## config.mk

```make
export PLATFORM = sky130hd
export DESIGN_NAME = mmt_mac_cell
export DESIGN_NICKNAME = d
export VERILOG_FILES = /design/src/rtl/mmt_pkg.sv /design/src/rtl/mmt_mac_cell.sv
export SDC_FILE = /design/constraint.sdc
export NUM_CORES = 2
export LEC_CHECK = 0
export ABC_AREA = 1
export BUFFER_PORTS_ARGS = -buffer_cell sky130_fd_sc_hd__buf_2
export CORE_UTILIZATION = 35
export CTS_CLUSTER_SIZE = 28
export DETAILED_ROUTE_END_ITERATION = 10
export GPL_TIMING_DRIVEN = 0
export MAX_ROUTING_LAYER = met4
export PLACE_DENSITY = 0.6
export RECOVER_POWER = 25
export SYNTH_ARGS = -nofsm -noshare
export SYNTH_HDL_FRONTEND = slang
export SYNTH_SLANG_ARGS = --single-unit
```

## constraint.sdc

```tcl
create_clock -name clk -period 0.8 [get_ports clk]
set_clock_uncertainty 0.1 [all_clocks]
set_input_delay 0.16 -clock clk [delete_from_list [all_inputs] [get_ports clk]]
set_output_delay 0.16 -clock clk [all_outputs]
set_load 0.01 [all_outputs]
```

## src/rtl/mmt_pkg.sv

```systemverilog
// Package of shared constants, opcodes and types for the matrix multiply core.
package mmt_pkg;

	localparam int DIM_DEF = 4;
	localparam int IDX_W = 4;
	localparam int VAL_W = 32;
	localparam int POS_W = 2;
	localparam int FRAC_W = 16;
	localparam int PROD_W = 2 * VAL_W;
	localparam int ACC_W = PROD_W + 4;
	localparam logic signed [VAL_W-1:0] ONE_Q16 = 32'sd65536;

	typedef enum logic [1:0] {
		OP_LOAD_A = 2'd0,
		OP_LOAD_B = 2'd1,
		OP_MUL    = 2'd2,
		OP_XFORM  = 2'd3
	} opcode_t;

	// Word handed from one cell of the chain to the next.
	typedef struct packed {
		logic                    vld;
		logic                    last;
		logic [POS_W-1:0]        row;
		logic [POS_W-1:0]        col;
		logic signed [ACC_W-1:0] acc;
	} chain_word_t;

endpackage

```

## src/rtl/mmt_mac_cell.sv

```systemverilog
// One multiply-accumulate cell of the dot-product chain.
module mmt_mac_cell (
	input  logic                          clk,
	input  logic                          arst_n,
	input  logic                          adv,
	input  mmt_pkg::chain_word_t          word_in,
	input  logic signed [mmt_pkg::VAL_W-1:0] a_val,
	input  logic signed [mmt_pkg::VAL_W-1:0] b_val,
	output mmt_pkg::chain_word_t          word_out
);
	import mmt_pkg::*;

	logic signed [PROD_W-1:0] prod;
	assign prod = PROD_W'(a_val) * PROD_W'(b_val);

	// Add this cell's product and pass the word on.
	always_ff @(posedge clk or negedge arst_n) begin
		if (!arst_n) begin
			word_out <= '0;
		end else if (adv) begin
			word_out.vld  <= word_in.vld;
			word_out.last <= word_in.last;
			word_out.row  <= word_in.row;
			word_out.col  <= word_in.col;
			word_out.acc  <= word_in.acc + ACC_W'(prod);
		end
	end
endmodule

```

==> results.toml <==
[global_routing]
grt_pass1_vias = 42700
grt_antenna_before_repair = 11
gr-usage-met1 = 0.362
grt_first_pass_wirelength_mm = 281
met3_usage = 0.0570
grt_overflow = 0
grt-busiest-layer = "met2"
grt_max_degree = 42
grtUsageMet2 = 0.455
grt.total_usage = 0.294

[sta]
fin_crit_sh = 8.66
setup_viol = 143
fin_ws_ns = -6.13
min_period_ns = 6.93
drv_slew = 0
worst_pin_slew_ns = 0.899
rsz0062_at_grt = "yes"
fmax_mhz = 144
hold_viol = 33
hold_ws_ns = -0.150
slew_headroom = 0.401

[synth]
ys_seq_elements = 74
netlist_area_um2 = 46800
synth.distinct_cells = 37
syn_inst = 5890
async_reset_ff_frac = 1.00
yosysMostFrequentCell = "inv_1"
ys_warn_count = 0
synth_top_cells_by_count = "inv_1, nand2_1, fa_1"
synth_edf_count = 0
synthFlopType = "dfrtp_1"
post-synth-top-area-fraction = 0.536
synthesis.nets = 7509
synth_top_cell_by_area = "fa_1"
synth_area_leaders = "fa_1, inv_1, nand2_1"
avgSynthCellArea_um2 = 7.94
seq_area_frac_synth = 0.0396

[setup_path]
timing.critical_path.buf_inv = 10
cp-end-kind = "register"
r2r_slack_ns = -0.10
crit_fanout = 6
crit_end = "word_out[63]"
startpoint_type = "input pin"
max_stage_delay_ns = 0.71
criticalPathCategory = "in2reg"
crit_family = "adder cells"
r2r_end = "word_out[20]"
r2r_cells = 3
cp.depth = 29
reg2reg_from = "word_out[20]"
cp.required_ns = 0.93
arrival_ns = 7.05
cp-startpoint = "a_val[31]"
crit_slowest_cell = "fa_4"

[outcome]
violations = "hold timing, setup timing"
status = "finished with violations"

[clock_network]
clk_path_buf_depth = 2
clockRootBuffer = "clkbuf_16"
cts_tree = "built"
cts_made_buffers = 9
ctsHtreeMaxLevel = 3
insertion_delay_ns = 0.33
clock_sinks = 74
hold_buffers = 6
cts.clk_slew.worst_paths_ns = 0.06

[die]
die_width_um = 368
start_util = 0.354
core_um2 = 132000
die_h_um = 368
io_pins = 215
rows = 133
die_area_um2 = 135000

[detailed_routing]
wirelength_mm = 189
detail-route-antenna-nets = 0
first_iter_violations = 3729
drc = 0
via_per_inst = 4.88
first_pass_iters = 8
post_drt_wl_per_cell_um = 23.2
route.vias.total = 39800

[placed_design]
hpwl_mm = 154
place.gp.congestion = 1.06
io_buffer_count = 213
dp_cells = 7859

[cells_and_area]
nets = 8002
stdcell_count = 8150
syn2layout_area_growth_pct = 28.7
drive_above_1_share = 0.238
reg.largest.list = "word_out (74)"
fill_cells = 12700
regMostFlops = "word_out"
utilization = 0.456
largest_register_ffs = 74

[worst_hold_path]
hp-class = "in2async"

[flow_run]
cap_violations = 0
## cell type report
| class | instances | area (µm²) | area share |
|---|---|---|---|
| Buffer | 209 | 3510 | 0.0584 |
| Antenna cell | 7 | 17.5 | 0.000291 |
| Sequential cell | 74 | 1850 | 0.0308 |
| Inverter | 2001 | 7580 | 0.126 |
| Multi-Input combinational cell | 3608 | 40500 | 0.673 |
| Tap cell | 1755 | 2200 | 0.0365 |
| Timing Repair Buffer | 478 | 4150 | 0.0689 |
| Clock inverter | 6 | 113 | 0.00187 |
| Clock buffer | 10 | 239 | 0.00397 |
| Timing Repair inverter | 2 | 15.0 | 0.000250 |
## worst reg2reg max path, cell delays in order (launching register included)
cell,delay (ns)
dfrtp_1,0.39
buf_4,0.14
nand2_1,0.05
o21ai_0,0.08
## routing by layer
| metal | share of wire | up-vias |
|---|---|---|
| met3 | 0.098 | 508 |
| met5 | 0 | - |
| li1 | - | 17100 |
| met1 | 0.38 | 20200 |
| met2 | 0.46 | 1996 |
| met4 | 0.070 | 0 |
## metrics by stage
step / TNS [ns] / area, µm² / setup WS (ns)
2_1_floorplan: -335.46 / 49200 / -6.00
3_3_place_gp: -498.42 / 52400 / -7.77
3_5_place_dp: -428.24 / 52500 / -7.83
4_1_cts: -368.42 / 58900 / -6.10
5_1_grt: -388.72 / 60200 / -6.29
6_report: -370.91 / 60200 / -6.13
## worst min-delay path by stage
stage,start,endpoint,slack [ns],depth (start not counted)
2_1_floorplan,arst_n,word_out[0],-0.24,0
3_3_place_gp,word_in[68],word_out[68],0.26,3
3_5_place_dp,arst_n,word_out[72],0.04,1
4_1_cts,arst_n,word_out[27],-0.32,1
5_1_grt,arst_n,word_out[72],-0.09,1
6_report,arst_n,word_out[72],-0.15,1
## timing repair
action,4_1_cts,5_1_grt
pin swaps,291,274
hold endpoints to repair,39,33
cloned,22,0
buffers inserted,181,66
setup endpoints to repair,142,148
resized for setup,964,273
## cells by family (layout without fill, tap and decap cells)
group / count (synthesis) / in the layout / share of synthesized area
other cells: 0 / 7 / 0
fa+ha+maj: 1478 / 1478 / 0.597
xor+xnor: 26 / 26 / 0.00487
flops: 74 / 74 / 0.0396
simple gates: 1992 / 1994 / 0.169
compound gates: 110 / 110 / 0.0128
buf+inv: 2210 / 2706 / 0.177
## cell usage in the layout, fill, tap and decap left out, types with 55 or more instances in the layout
master     count
inv_1       1835
nand2_1     1439
fa_1        1157
buf_4        201
buf_2        156
nand2_2      152
ha_1         150
inv_2        147
clkbuf_16    100
fa_2          94
nand2_4       89
ha_4          76
dfrtp_1       74
clkbuf_8      72
nor2_4        66
nor2_1        57
buf_6         55
Power is not shown: default switching activity piles up to over one toggle a cycle in this logic, so the estimate is an artifact.
